`config.mk`:
```
export PLATFORM = sky130hd
export DESIGN_NAME = stack_map_frame_parser
export DESIGN_NICKNAME = d
export VERILOG_FILES = /design/src/rtl/smfp_pkg.sv /design/src/rtl/smfp_parse.sv /design/src/rtl/stack_map_frame_parser.sv
export SDC_FILE = /design/constraint.sdc
export NUM_CORES = 1
export LEC_CHECK = 0
export CAP_MARGIN = 20
export CORE_MARGIN = 2
export CORE_UTILIZATION = 30
export CTS_CLUSTER_DIAMETER = 150
export CTS_CLUSTER_SIZE = 40
export DETAILED_ROUTE_END_ITERATION = 7
export DONT_BUFFER_PORTS = 1
export PLACE_DENSITY_LB_ADDON = 0.12
export SETUP_SLACK_MARGIN = 0.15
export SYNTH_ARGS = -nofsm -noshare
export SYNTH_HDL_FRONTEND = slang
export SYNTH_SLANG_ARGS = --single-unit
export TNS_END_PERCENT = 20
```
`constraint.sdc`:
```
create_clock -name clk_i -period 6.6 [get_ports clk_i]
set_input_delay 1.32 -clock clk_i [delete_from_list [all_inputs] [get_ports clk_i]]
set_output_delay 1.32 -clock clk_i [all_outputs]
set_load 0.01 [all_outputs]
```
`src/rtl/smfp_pkg.sv`:
```
// Shared types and constants for the stack map frame parser.
// Used by smfp_parse and stack_map_frame_parser; depends on nothing else.
package smfp_pkg;

  // Parse phases, one-hot.
  typedef enum logic [12:0] {
    PH_CNT_HI  = 13'b0000000000001,
    PH_CNT_LO  = 13'b0000000000010,
    PH_FTYPE   = 13'b0000000000100,
    PH_OFF_HI  = 13'b0000000001000,
    PH_OFF_LO  = 13'b0000000010000,
    PH_LCNT_HI = 13'b0000000100000,
    PH_LCNT_LO = 13'b0000001000000,
    PH_SCNT_HI = 13'b0000010000000,
    PH_SCNT_LO = 13'b0000100000000,
    PH_TAG     = 13'b0001000000000,
    PH_DATA_HI = 13'b0010000000000,
    PH_DATA_LO = 13'b0100000000000,
    PH_DONE    = 13'b1000000000000
  } phase_e;

  // Record kinds.
  localparam logic [2:0] RK_HEADER = 3'd0;
  localparam logic [2:0] RK_LCOUNT = 3'd1;
  localparam logic [2:0] RK_SCOUNT = 3'd2;
  localparam logic [2:0] RK_ITEM   = 3'd3;
  localparam logic [2:0] RK_ERROR  = 3'd4;
  localparam logic [2:0] RK_EMPTY  = 3'd5;

  // Frame kinds.
  localparam logic [2:0] FK_SAME     = 3'd0;
  localparam logic [2:0] FK_ONE      = 3'd1;
  localparam logic [2:0] FK_ONE_EXT  = 3'd2;
  localparam logic [2:0] FK_CHOP     = 3'd3;
  localparam logic [2:0] FK_SAME_EXT = 3'd4;
  localparam logic [2:0] FK_APPEND   = 3'd5;
  localparam logic [2:0] FK_FULL     = 3'd6;

  // Frame type byte boundaries.
  localparam logic [7:0] FT_SAME_MAX    = 8'd63;
  localparam logic [7:0] FT_ONE_BASE    = 8'd64;
  localparam logic [7:0] FT_ONE_MAX     = 8'd127;
  localparam logic [7:0] FT_ONE_EXT     = 8'd247;
  localparam logic [7:0] FT_CHOP_MIN    = 8'd248;
  localparam logic [7:0] FT_CHOP_MAX    = 8'd250;
  localparam logic [7:0] FT_SAME_EXT    = 8'd251;
  localparam logic [7:0] FT_APPEND_MIN  = 8'd252;
  localparam logic [7:0] FT_APPEND_MAX  = 8'd254;
  localparam logic [7:0] FT_FULL        = 8'd255;

  // Verification tags that carry two data bytes.
  localparam logic [7:0] TAG_OBJECT     = 8'd7;
  localparam logic [7:0] TAG_UNINIT     = 8'd8;

  typedef struct packed {
    logic [2:0]  rec_kind;
    logic [2:0]  frame_kind;
    logic [7:0]  raw_frame_type;
    logic [15:0] offset_delta;
    logic [15:0] list_count;
    logic [7:0]  type_tag;
    logic [15:0] type_data;
    logic        in_stack;
    logic [15:0] entry_index;
    logic        last_in_table;
  } rec_t;

endpackage

```
`src/rtl/smfp_parse.sv`:
```
// Parse state and per-byte decode for the stack map frame parser.
// Depends on smfp_pkg for the phase type, codes and the record struct.
module smfp_parse (
  input  logic          clk_i,
  input  logic          rst_ni,
  input  logic          fire_i,
  input  logic [7:0]    byte_i,
  input  logic          start_i,
  output logic          emit_o,
  output smfp_pkg::rec_t rec_o
);
  import smfp_pkg::*;

  phase_e      phase_q, phase_d;
  logic [15:0] ent_left_q, ent_left_d;
  logic [15:0] ent_cnt_q, ent_cnt_d;
  logic [2:0]  kind_q, kind_d;
  logic [7:0]  tbyte_q, tbyte_d;
  logic [7:0]  hi_q, hi_d;
  logic [15:0] off_q, off_d;
  logic [15:0] loc_q, loc_d;
  logic [15:0] stk_q, stk_d;
  logic [7:0]  tag_q, tag_d;
  logic        halt_q, halt_d;

  logic [15:0] word;
  logic [15:0] fin_left;
  logic        fin_last;
  logic [15:0] loc_m1, stk_m1;
  logic        do_item;
  logic [15:0] item_data;
  logic        do_finish;
  logic [2:0]  rk;
  logic [15:0] lc;
  logic        instk;
  logic        last;

  assign word     = {hi_q, byte_i};
  assign fin_left = ent_left_q - 16'd1;
  assign fin_last = (fin_left == 16'd0);
  assign loc_m1   = loc_q - 16'd1;
  assign stk_m1   = stk_q - 16'd1;

  always_comb begin
    phase_d   = phase_q;
    ent_left_d = ent_left_q;
    ent_cnt_d = ent_cnt_q;
    kind_d    = kind_q;
    tbyte_d   = tbyte_q;
    hi_d      = hi_q;
    off_d     = off_q;
    loc_d     = loc_q;
    stk_d     = stk_q;
    tag_d     = tag_q;
    halt_d    = halt_q;
    emit_o    = 1'b0;
    do_item   = 1'b0;
    item_data = 16'd0;
    do_finish = 1'b0;
    rk        = RK_HEADER;
    lc        = 16'd0;
    instk     = 1'b0;
    last      = 1'b0;

    if (start_i) begin
      phase_d    = PH_CNT_LO;
      ent_left_d = 16'd0;
      ent_cnt_d  = 16'd0;
      kind_d     = FK_SAME;
      tbyte_d    = 8'd0;
      hi_d       = byte_i;
      off_d      = 16'd0;
      loc_d      = 16'd0;
      stk_d      = 16'd0;
      tag_d      = 8'd0;
      halt_d     = 1'b0;
    end else if (!halt_q) begin
      case (phase_q)
        PH_CNT_HI: begin
          hi_d    = byte_i;
          phase_d = PH_CNT_LO;
        end
        PH_CNT_LO: begin
          ent_left_d = word;
          if (word == 16'd0) begin
            emit_o  = 1'b1;
            rk      = RK_EMPTY;
            last    = 1'b1;
            phase_d = PH_DONE;
          end else begin
            phase_d = PH_FTYPE;
          end
        end
        PH_FTYPE: begin
          tbyte_d = byte_i;
          loc_d   = 16'd0;
          stk_d   = 16'd0;
          phase_d = PH_OFF_HI;
          if (byte_i <= FT_SAME_MAX) begin
            kind_d    = FK_SAME;
            off_d     = {8'd0, byte_i};
            emit_o    = 1'b1;
            do_finish = 1'b1;
          end else if (byte_i <= FT_ONE_MAX) begin
            kind_d  = FK_ONE;
            off_d   = {8'd0, byte_i - FT_ONE_BASE};
            stk_d   = 16'd1;
            emit_o  = 1'b1;
            phase_d = PH_TAG;
          end else if (byte_i == FT_ONE_EXT) begin
            kind_d = FK_ONE_EXT;
          end else if (byte_i inside {[FT_CHOP_MIN:FT_CHOP_MAX]}) begin
            kind_d = FK_CHOP;
          end else if (byte_i == FT_SAME_EXT) begin
            kind_d = FK_SAME_EXT;
          end else if (byte_i inside {[FT_APPEND_MIN:FT_APPEND_MAX]}) begin
            kind_d = FK_APPEND;
          end else if (byte_i == FT_FULL) begin
            kind_d = FK_FULL;
          end else begin
            // Reserved frame type: report it and halt until the next start.
            kind_d  = FK_SAME;
            off_d   = 16'd0;
            emit_o  = 1'b1;
            rk      = RK_ERROR;
            last    = 1'b1;
            halt_d  = 1'b1;
            phase_d = PH_DONE;
          end
        end
        PH_OFF_HI: begin
          hi_d    = byte_i;
          phase_d = PH_OFF_LO;
        end
        PH_LCNT_HI: begin
          hi_d    = byte_i;
          phase_d = PH_LCNT_LO;
        end
        PH_SCNT_HI: begin
          hi_d    = byte_i;
          phase_d = PH_SCNT_LO;
        end
        PH_DATA_HI: begin
          hi_d    = byte_i;
          phase_d = PH_DATA_LO;
        end
        PH_OFF_LO: begin
          off_d  = word;
          emit_o = 1'b1;
          if (kind_q == FK_ONE_EXT) begin
            stk_d   = 16'd1;
            phase_d = PH_TAG;
          end else if (kind_q == FK_APPEND) begin
            loc_d   = {8'd0, tbyte_q - FT_SAME_EXT};
            phase_d = PH_TAG;
          end else if (kind_q == FK_FULL) begin
            phase_d = PH_LCNT_HI;
          end else begin
            do_finish = 1'b1;
          end
        end
        PH_LCNT_LO: begin
          loc_d   = word;
          emit_o  = 1'b1;
          rk      = RK_LCOUNT;
          lc      = word;
          phase_d = (word != 16'd0) ? PH_TAG : PH_SCNT_HI;
        end
        PH_SCNT_LO: begin
          stk_d  = word;
          emit_o = 1'b1;
          rk     = RK_SCOUNT;
          lc     = word;
          if (word != 16'd0) begin
            phase_d = PH_TAG;
          end else begin
            do_finish = 1'b1;
          end
        end
        PH_TAG: begin
          tag_d = byte_i;
          if (byte_i inside {TAG_OBJECT, TAG_UNINIT}) begin
            phase_d = PH_DATA_HI;
          end else begin
            do_item = 1'b1;
          end
        end
        PH_DATA_LO: begin
          do_item   = 1'b1;
          item_data = word;
        end
        default: begin
        end
      endcase

      // A verification type item: locals list first, then the stack list.
      if (do_item) begin
        emit_o = 1'b1;
        rk     = RK_ITEM;
        if (loc_q != 16'd0) begin
          loc_d = loc_m1;
          if (loc_m1 != 16'd0) begin
            phase_d = PH_TAG;
          end else if (kind_q == FK_FULL) begin
            phase_d = PH_SCNT_HI;
          end else begin
            do_finish = 1'b1;
          end
        end else begin
          instk = 1'b1;
          stk_d = stk_m1;
          if (stk_m1 != 16'd0) begin
            phase_d = PH_TAG;
          end else begin
            do_finish = 1'b1;
          end
        end
      end

      if (do_finish) begin
        ent_left_d = fin_left;
        ent_cnt_d  = ent_cnt_q + 16'd1;
        last       = fin_last;
        phase_d    = fin_last ? PH_DONE : PH_FTYPE;
      end
    end
  end

  // The record shows the frame fields as updated by this byte, and the
  // entry index from before a frame is closed.
  always_comb begin
    rec_o.rec_kind       = rk;
    rec_o.frame_kind     = kind_d;
    rec_o.raw_frame_type = tbyte_d;
    rec_o.offset_delta   = off_d;
    rec_o.list_count     = lc;
    rec_o.type_tag       = (rk == RK_ITEM) ? tag_d : 8'd0;
    rec_o.type_data      = item_data;
    rec_o.in_stack       = instk;
    rec_o.entry_index    = ent_cnt_q;
    rec_o.last_in_table  = last;
  end

  always_ff @(posedge clk_i or negedge rst_ni) begin
    if (!rst_ni) begin
      phase_q    <= PH_CNT_HI;
      ent_left_q <= 16'd0;
      ent_cnt_q  <= 16'd0;
      kind_q     <= FK_SAME;
      tbyte_q    <= 8'd0;
      hi_q       <= 8'd0;
      off_q      <= 16'd0;
      loc_q      <= 16'd0;
      stk_q      <= 16'd0;
      tag_q      <= 8'd0;
      halt_q     <= 1'b0;
    end else if (fire_i) begin
      phase_q    <= phase_d;
      ent_left_q <= ent_left_d;
      ent_cnt_q  <= ent_cnt_d;
      kind_q     <= kind_d;
      tbyte_q    <= tbyte_d;
      hi_q       <= hi_d;
      off_q      <= off_d;
      loc_q      <= loc_d;
      stk_q      <= stk_d;
      tag_q      <= tag_d;
      halt_q     <= halt_d;
    end
  end

endmodule

```
`src/rtl/stack_map_frame_parser.sv`:
```
// Top level of the stack map frame parser: input register, parse stage and
// result register. Depends on smfp_pkg and smfp_parse.
//
// Usage: bytes of a StackMapTable attribute body enter on byte_in_i with
// in_valid_i; start_req_i marks the high byte of the 16-bit entry count.
// A transfer happens at a clock edge where valid is high and stall is low.
// Each accepted byte gives zero or one record on the output channel
// (frame header, full-frame list count, type item, error or empty table).
// A byte passes from the input register through the parse stage into the
// result register, which holds its record while out_valid_o is high. Throughput is
// one byte per cycle while the receiver does not stall: the parse state
// advances once per byte in the stage between the input and result registers.
// When the receiver stalls, the record holds in the result register; a byte
// already in the input register then waits too, whether it gives a record or
// not, and in_stall_o stays high while it waits. Reset empties both registers
// and puts the parser in the state that takes the next byte as the count
// high byte.
module stack_map_frame_parser (
  input  logic        clk_i,
  input  logic        rst_ni,
  input  logic        in_valid_i,
  output logic        in_stall_o,
  input  logic [7:0]  byte_in_i,
  input  logic        start_req_i,
  output logic        out_valid_o,
  input  logic        out_stall_i,
  output logic [2:0]  rec_kind_o,
  output logic [2:0]  frame_kind_o,
  output logic [7:0]  raw_frame_type_o,
  output logic [15:0] offset_delta_o,
  output logic [15:0] list_count_o,
  output logic [7:0]  type_tag_o,
  output logic [15:0] type_data_o,
  output logic        in_stack_o,
  output logic [15:0] entry_index_o,
  output logic        last_in_table_o
);
  import smfp_pkg::*;

  logic       in_vld_q;
  logic [7:0] in_byte_q;
  logic       in_start_q;
  logic       out_vld_q;
  rec_t       out_rec_q;
  logic       stage_free;
  logic       fire;
  logic       emit;
  rec_t       rec;

  assign stage_free = !out_vld_q || !out_stall_i;
  assign fire       = in_vld_q && stage_free;
  assign in_stall_o = in_vld_q && !stage_free;

  smfp_parse u_parse (
    .clk_i   (clk_i),
    .rst_ni  (rst_ni),
    .fire_i  (fire),
    .byte_i  (in_byte_q),
    .start_i (in_start_q),
    .emit_o  (emit),
    .rec_o   (rec)
  );

  always_ff @(posedge clk_i or negedge rst_ni) begin
    if (!rst_ni) begin
      in_vld_q  <= 1'b0;
      out_vld_q <= 1'b0;
    end else begin
      if (!in_stall_o) begin
        in_vld_q <= in_valid_i;
      end
      if (stage_free) begin
        out_vld_q <= fire && emit;
      end
    end
  end

  always_ff @(posedge clk_i) begin
    if (in_valid_i && !in_stall_o) begin
      in_byte_q  <= byte_in_i;
      in_start_q <= start_req_i;
    end
    if (fire && emit) begin
      out_rec_q <= rec;
    end
  end

  assign out_valid_o      = out_vld_q;
  assign rec_kind_o       = out_rec_q.rec_kind;
  assign frame_kind_o     = out_rec_q.frame_kind;
  assign raw_frame_type_o = out_rec_q.raw_frame_type;
  assign offset_delta_o   = out_rec_q.offset_delta;
  assign list_count_o     = out_rec_q.list_count;
  assign type_tag_o       = out_rec_q.type_tag;
  assign type_data_o      = out_rec_q.type_data;
  assign in_stack_o       = out_rec_q.in_stack;
  assign entry_index_o    = out_rec_q.entry_index;
  assign last_in_table_o  = out_rec_q.last_in_table;

endmodule
```
== Word-level counts from Yosys, hierarchy flattened ==
Index checks and enable logic that the tools add are counted.
W data, S select, Z words.
Storage, ports and cells
  bits in registers: 220
  logic and storage cells: 218
  output and inout port bits: 90
  input port bits: 13
Cells by class
  bitwise logic cells: 3
  order comparisons: 6
  add/subtract/negate cells: 6
  reductions and logical operators: 32
  multiplexer cells: 124
  equality and inequality tests: 22
Operators with widths (count)
  $mux W16: 28
  $mux W13: 22
  $pmux W13 S11: 1
  $pmux W16 S3: 2
  $mux W8: 9
  $reduce_bool A16 Y1: 4
  $mux W3: 21
  $sub A16 B1 Y16 const B: 3
  $mux W1: 34
  $logic_not A16 Y1: 2
  $pmux W16 S2: 1
  $eq A8 B8 Y1 const B: 3
  $add A16 B1 Y16 const B: 1
  $ge A8 B8 Y1 const B: 2
  $le A8 B8 Y1 const B: 2
  $eq A13 B1 Y1 const B: 1
  $eq A13 B10 Y1 const B: 1
  $eq A13 B11 Y1 const B: 1
  $eq A13 B12 Y1 const B: 1
  $eq A13 B2 Y1 const B: 1
  $eq A13 B3 Y1 const B: 1
  $eq A13 B4 Y1 const B: 1
  $eq A13 B5 Y1 const B: 1
  $eq A13 B6 Y1 const B: 1
  27 further kinds: 49

== Longest topological paths before layout ==
  word-level depth: 16
  mapped depth: 15
  depth with buffers taken out: 11

== By module ==
From an unflattened synthesis, not the netlist that was laid out.
Second synthesis, totals
  cells, all modules: 1234
  area, all modules: 11908.9 um^2
Modules (own cells, without submodules)
  smfp_parse: times used 1, cells each 1126, seq. area each 3029.2 um^2, area each 8897.3 um^2
  stack_map_frame_parser: times used 1, cells each 108, seq. area each 2962.8 um^2, area each 3011.6 um^2

== Least setup slack after synthesis ==
No wires, ideal clock.
  path type: input to register
  start point: in out_stall_i
  end point: reg out_rec_q (netlist bit entry_index_o[0]), enable pin
  library setup time: 0.585 ns
  path buffers: 2
  setup slack: -0.531 ns
  data arrival time: 6.547 ns
  stages: 6
  cell sequence: nand2_1 -> and2_1 -> clkbuf_1 -> nand2_1 -> clkbuf_1 -> a41oi_1
Between the ends
  longest elaborated chain between the ends: 4
RTL lines
  start, declared: line stack_map_frame_parser.sv:26  | input logic out_stall_i,
  $logic_not A1 Y1: line stack_map_frame_parser.sv:50  | assign stage_free = !out_vld_q || !out_stall_i;
  $logic_or A1 B1 Y1: line stack_map_frame_parser.sv:50
  $logic_and A1 B1 Y1: line stack_map_frame_parser.sv:51  | assign fire = in_vld_q && stage_free;
  $logic_and A1 B1 Y1: line stack_map_frame_parser.sv:83  | if (fire && emit) begin
  end signal, assigned: line stack_map_frame_parser.sv:84  | out_rec_q <= rec;
  end, declared: line stack_map_frame_parser.sv:44  | rec_t out_rec_q;
Every way passes these cells.
A chain may end at the register's enable or synchronous reset.

== Worst setup path in the final report ==
  start point: reg u_parse.loc_q[2]
  end point: reg u_parse.ent_left_q[0]
Between the ends
  longest elaborated chain between the ends: 10
  elaborated cells between the ends (all ways): 13
  those cells by class: add/sub (1); mux (8); reduce/logical (4)
RTL lines
  start, declared: line smfp_parse.sv:21  | logic [15:0] loc_q, loc_d;
  start signal, assigned: line smfp_parse.sv:265  | loc_q <= loc_d;
  $sub A16 B1 Y16: line smfp_parse.sv:41  | assign loc_m1 = loc_q - 16'd1;
  $reduce_bool A16 Y1: line smfp_parse.sv:202  | if (loc_m1 != 16'd0) begin
  $mux W1: line smfp_parse.sv:202
  $mux W1 (*): line smfp_parse.sv:200  | if (loc_q != 16'd0) begin
  $mux W1 (*): line smfp_parse.sv:197  | if (do_item) begin
  $mux W1 (*): line smfp_parse.sv:77  | end else if (!halt_q) begin
  $mux W1 (*): line smfp_parse.sv:65  | if (start_i) begin
  $mux W16: line smfp_parse.sv:220  | if (do_finish) begin
  $mux W16: line smfp_parse.sv:77
  $mux W16: line smfp_parse.sv:65
  end signal, assigned: line smfp_parse.sv:259  | ent_left_q <= ent_left_d;
  end, declared: line smfp_parse.sv:15  | logic [15:0] ent_left_q, ent_left_d;
Every way passes the cells marked *; elsewhere a longest branch is shown, timed or not. The select of a mux whose other input is x is not followed.

==> impl_metrics.prom <==
# TYPE chip_impl_metric gauge
chip_impl_metric{name="power-per-cell-area",unit="nW/um^2"} 312
chip_impl_info{name="reg2reg_from",value="u_parse.loc_q[2]"} 1
chip_impl_info{name="setup_repair_after_global_routing_missed_its_margin",value="false"} 1
chip_impl_metric{name="cp_slowest_stage_delay",unit="ps"} 920
chip_impl_metric{name="place.detailed.instances",unit=""} 1715
chip_impl_metric{name="grt_util_all_layers",unit="%"} 18.5
chip_impl_metric{name="final_max_slew_viol_count",unit=""} 0
chip_impl_metric{name="grt_first_pass_wirelength",unit="um"} 60100
chip_impl_info{name="worstSetupEndpointType",value="flop"} 1
chip_impl_info{name="hold_path.startpoint",value="u_parse.ent_cnt_q[13]"} 1
chip_impl_metric{name="std_cell_rows",unit=""} 73
chip_impl_metric{name="placeableCoreArea",unit="sq um"} 39700
chip_impl_metric{name="power.total",unit="mW"} 4.00
chip_impl_metric{name="netlist_cell_types",unit=""} 83
chip_impl_info{name="yosys-top-cells-count",value="173 x nand2_1, 122 x dfrtp_1, 98 x o21ai_0"} 1
chip_impl_metric{name="worstMarginPinSlew",unit="ps"} 1070
chip_impl_metric{name="synth_top_area_share",unit="%"} 25.3
chip_impl_metric{name="path_buf_inv",unit=""} 1
chip_impl_metric{name="cts-buffers-inserted",unit=""} 9
chip_impl_metric{name="synthArstFlopShare",unit="%"} 55.9
chip_impl_metric{name="final-hold-violation-count",unit=""} 0
chip_impl_info{name="netlist_top_cells_area",value="dfrtp_1 25%, edfxtp_1 24%, nand2_1 5.4%, o21ai_0 4.1%, a21oi_1 2.9%"} 1
chip_impl_info{name="postSynth.topFlopCell",value="dfrtp_1"} 1
chip_impl_metric{name="gp_congestion",unit=""} 0.829
chip_impl_metric{name="postSynthRegisterBits",unit=""} 220
chip_impl_metric{name="n_fill_cell",unit=""} 4150
chip_impl_info{name="clk_root_buffer_cell",value="clkbuf_16"} 1
chip_impl_metric{name="number_of_enable_type_register_cells_in_the_synthesized_netlist",unit=""} 97
chip_impl_metric{name="avgRoutedWirePerCell",unit="um"} 22.6
chip_impl_metric{name="dr_total_vias",unit=""} 9589
chip_impl_metric{name="drv.max_cap_violation_count",unit=""} 0
chip_impl_info{name="cp_slowest_cell",value="nor4_1"} 1
chip_impl_metric{name="placement.cell_area",unit="sq um"} 12500
chip_impl_metric{name="leakage",unit="nW"} 4.92
chip_impl_info{name="worstSetupStartpointType",value="flop"} 1
chip_impl_metric{name="detailedRoute.firstIterationViolations",unit=""} 686
chip_impl_metric{name="worst_ir_drop_vdd",unit="mV"} 0.160
chip_impl_metric{name="dpl.hpwl",unit="um"} 25900
chip_impl_metric{name="antenna_found_initial",unit=""} 1
chip_impl_metric{name="die_area",unit="sq um"} 41800
chip_impl_metric{name="final_layout_size_suffix_gt1_share",unit="%"} 6.15
chip_impl_metric{name="synth_warnings",unit=""} 0
chip_impl_metric{name="cts_hold_repair.buffers",unit=""} 0
chip_impl_info{name="critical_path_class",value="reg2reg"} 1
chip_impl_metric{name="die_w",unit="um"} 205
chip_impl_metric{name="drt_first_pass_iters",unit=""} 7
chip_impl_info{name="outcome",value="finished, final reports clean"} 1
chip_impl_metric{name="seq_area_frac_synth",unit="%"} 49.7
chip_impl_metric{name="global_route.overflow_total",unit=""} 0
chip_impl_metric{name="timing.clock.skew",unit="ps"} 41.4
chip_impl_metric{name="finalSetupTns",unit="ps"} 0
chip_impl_info{name="post-synth-top-count-cell",value="nand2_1"} 1
chip_impl_metric{name="path_max_fanout",unit=""} 15
chip_impl_metric{name="insertion_delay",unit="ps"} 510
chip_impl_metric{name="drt_drc_violations_left",unit=""} 0
chip_impl_info{name="timing.critical_path.max_delay_family",value="simple AND/OR/NAND/NOR gates"} 1
chip_impl_metric{name="postRouteWirelength",unit="um"} 39000
chip_impl_metric{name="syn-num-nets",unit=""} 1290
chip_impl_info{name="cpMostUsedCell",value="a311oi_1"} 1
chip_impl_metric{name="worst_r2r_path_depth",unit=""} 10
chip_impl_metric{name="post-route-cell-area",unit="sq um"} 12800
chip_impl_metric{name="io_pins",unit=""} 103
chip_impl_metric{name="mappedNetlistArea",unit="sq um"} 12100
chip_impl_info{name="hold_path_class",value="reg2reg"} 1
chip_impl_metric{name="clock_sink_count",unit=""} 220
chip_impl_metric{name="number_of_h_tree_levels",unit=""} 1
chip_impl_info{name="worstHoldEndpoint",value="entry_index_o[13]"} 1
chip_impl_metric{name="fmax",unit="MHz"} 244
chip_impl_metric{name="syn_inst",unit=""} 1264
chip_impl_metric{name="nets",unit=""} 1227
chip_impl_metric{name="setup_viol",unit=""} 0
chip_impl_info{name="cts_tree",value="yes"} 1
chip_impl_metric{name="port_buffers",unit=""} 0
chip_impl_metric{name="layout-area-overhead-vs-synth",unit="%"} 5.99
chip_impl_info{name="worstPathCellList",value="nor4_1 -> nand4_1 -> xor2_1 -> nand4b_1 -> or4_4 -> a21boi_4 -> or2_0 -> buf_4 -> a311oi_1 -> a311oi_1"} 1
chip_impl_metric{name="initial_core_util",unit="%"} 30.4
chip_impl_metric{name="maximum_number_of_pins_on_one_net_before_global_route_repair",unit=""} 124
chip_impl_metric{name="cts.repair.resized",unit=""} 0
chip_impl_metric{name="timing.hold.ws",unit="ps"} 496
chip_impl_metric{name="finalWorstPathRequiredPeriod",unit="ps"} 4090
chip_impl_metric{name="critical_path_depth",unit=""} 10
chip_impl_metric{name="detail-route-antenna-nets",unit=""} 0
chip_impl_metric{name="hold-path-cell-count",unit=""} 0
chip_impl_info{name="synth_top_area_cell",value="dfrtp_1"} 1
chip_impl_metric{name="relSlewSlack",unit="%"} 28.1
chip_impl_metric{name="cts_post_setup_buffers_inserted",unit=""} 0
chip_impl_info{name="reg2reg_to",value="u_parse.ent_left_q[0]"} 1
chip_impl_metric{name="vias_in_the_first_global_route",unit=""} 9360
chip_impl_metric{name="fin_crit_sh",unit="%"} 62.0
chip_impl_metric{name="crit_arrival",unit="ps"} 4480
chip_impl_metric{name="clock_transition_at_path_regs",unit="ps"} 160
chip_impl_metric{name="clk_path_buf_depth",unit=""} 3
chip_impl_metric{name="ff2ff_setup_slack",unit="ps"} 2510
chip_impl_metric{name="worst-endpoint-required",unit="ps"} 6990
chip_impl_metric{name="die_height",unit="um"} 205
chip_impl_metric{name="synthesis.area_per_instance",unit="sq um"} 9.55
chip_impl_metric{name="avgViaCountPerCell",unit=""} 5.54
chip_impl_metric{name="finish.cell_count_without_fillers",unit=""} 1730
state kept, by name (all words and copies together), names as in the netlist, 16 cells and up:
signal,count
entry_index_o,16
list_count_o,16
offset_delta_o,16
type_data_o,16
u_parse.ent_cnt_q,16
u_parse.ent_left_q,16
u_parse.loc_q,16
u_parse.off_q,16
u_parse.stk_q,16
logic make-up (layout without fill, tap and decap cells):
family / count (synthesis) / in the layout / synth area share [%]
buffers and inverters: 119 / 58 / 4.00
multiplexers: 30 / 30 / 2.66
AO/OA/AOI/OAI: 346 / 346 / 18.9
other: 0 / 2 / 0
flip-flops: 220 / 220 / 49.7
XOR/XNOR: 28 / 28 / 2.03
AND/OR/NAND/NOR: 507 / 507 / 21.3
adder cells (fa/ha/maj): 14 / 14 / 1.43
layout make-up:
cell class                      instances  area [sq um]  area share [%]
Multi-Input combinational cell        925          5620            43.9
Antenna cell                            2          5.00          0.0391
Clock buffer                           12           236            1.85
Tap cell                              525           657            5.14
Inverter                               22          82.6           0.646
Timing Repair Buffer                   23           176            1.38
Sequential cell                       220          5990            46.8
Clock inverter                          1          20.0           0.157
per-layer routing:
| metal | up-vias | routed length (um) | track usage, % |
|---|---|---|---|
| met4 | 0 | 597 | 3.93 |
| met3 | 24 | 1810 | 2.42 |
| li1 | 4517 | - | - |
| met1 | 4808 | 18400 | 26.6 |
| met5 | - | 0 | 0 |
| met2 | 240 | 18200 | 29.7 |
where the power goes:
part / total [mW] / internal (mW) / switching, mW
Combinational: 1.36 / 0.477 / 0.887
Sequential: 1.92 / 1.62 / 0.301
Clock: 0.714 / 0.265 / 0.449
Total: 4.00 / 2.36 / 1.64
cells in the final DEF (no fill, tap or decap), types with 20 or more instances in the layout:
| cell type | instances |
|---|---|
| nor2_1 | 81 |
| dfrtp_1 | 122 |
| nand2_1 | 173 |
| a22o_1 | 25 |
| nand3_1 | 34 |
| nor3_1 | 45 |
| and2_1 | 35 |
| inv_1 | 21 |
| edfxtp_1 | 97 |
| o21ai_0 | 97 |
| buf_4 | 22 |
| a21oi_1 | 69 |
| nor4_1 | 20 |
worst max-delay path by stage:
stage	from	to
3_3_place_gp	u_parse.loc_q[2]	u_parse.ent_cnt_q[5]
6_report	u_parse.loc_q[2]	u_parse.ent_left_q[0]
5_1_grt	u_parse.loc_q[2]	u_parse.ent_left_q[0]
4_1_cts	u_parse.loc_q[2]	u_parse.ent_left_q[0]
2_1_floorplan	out_stall_i	entry_index_o[0]
3_5_place_dp	u_parse.loc_q[2]	u_parse.ent_cnt_q[5]
through the flow:
step | utilization [%] | worst slack, ps
2_1_floorplan | - | 1480
3_3_place_gp | 31.5 | 2620
3_5_place_dp | 31.5 | 2510
4_1_cts | 32.2 | 2430
5_1_grt | 32.2 | 2140
6_report | 32.2 | 2510
No activity file was read; power rests on OpenSTA's default activity.
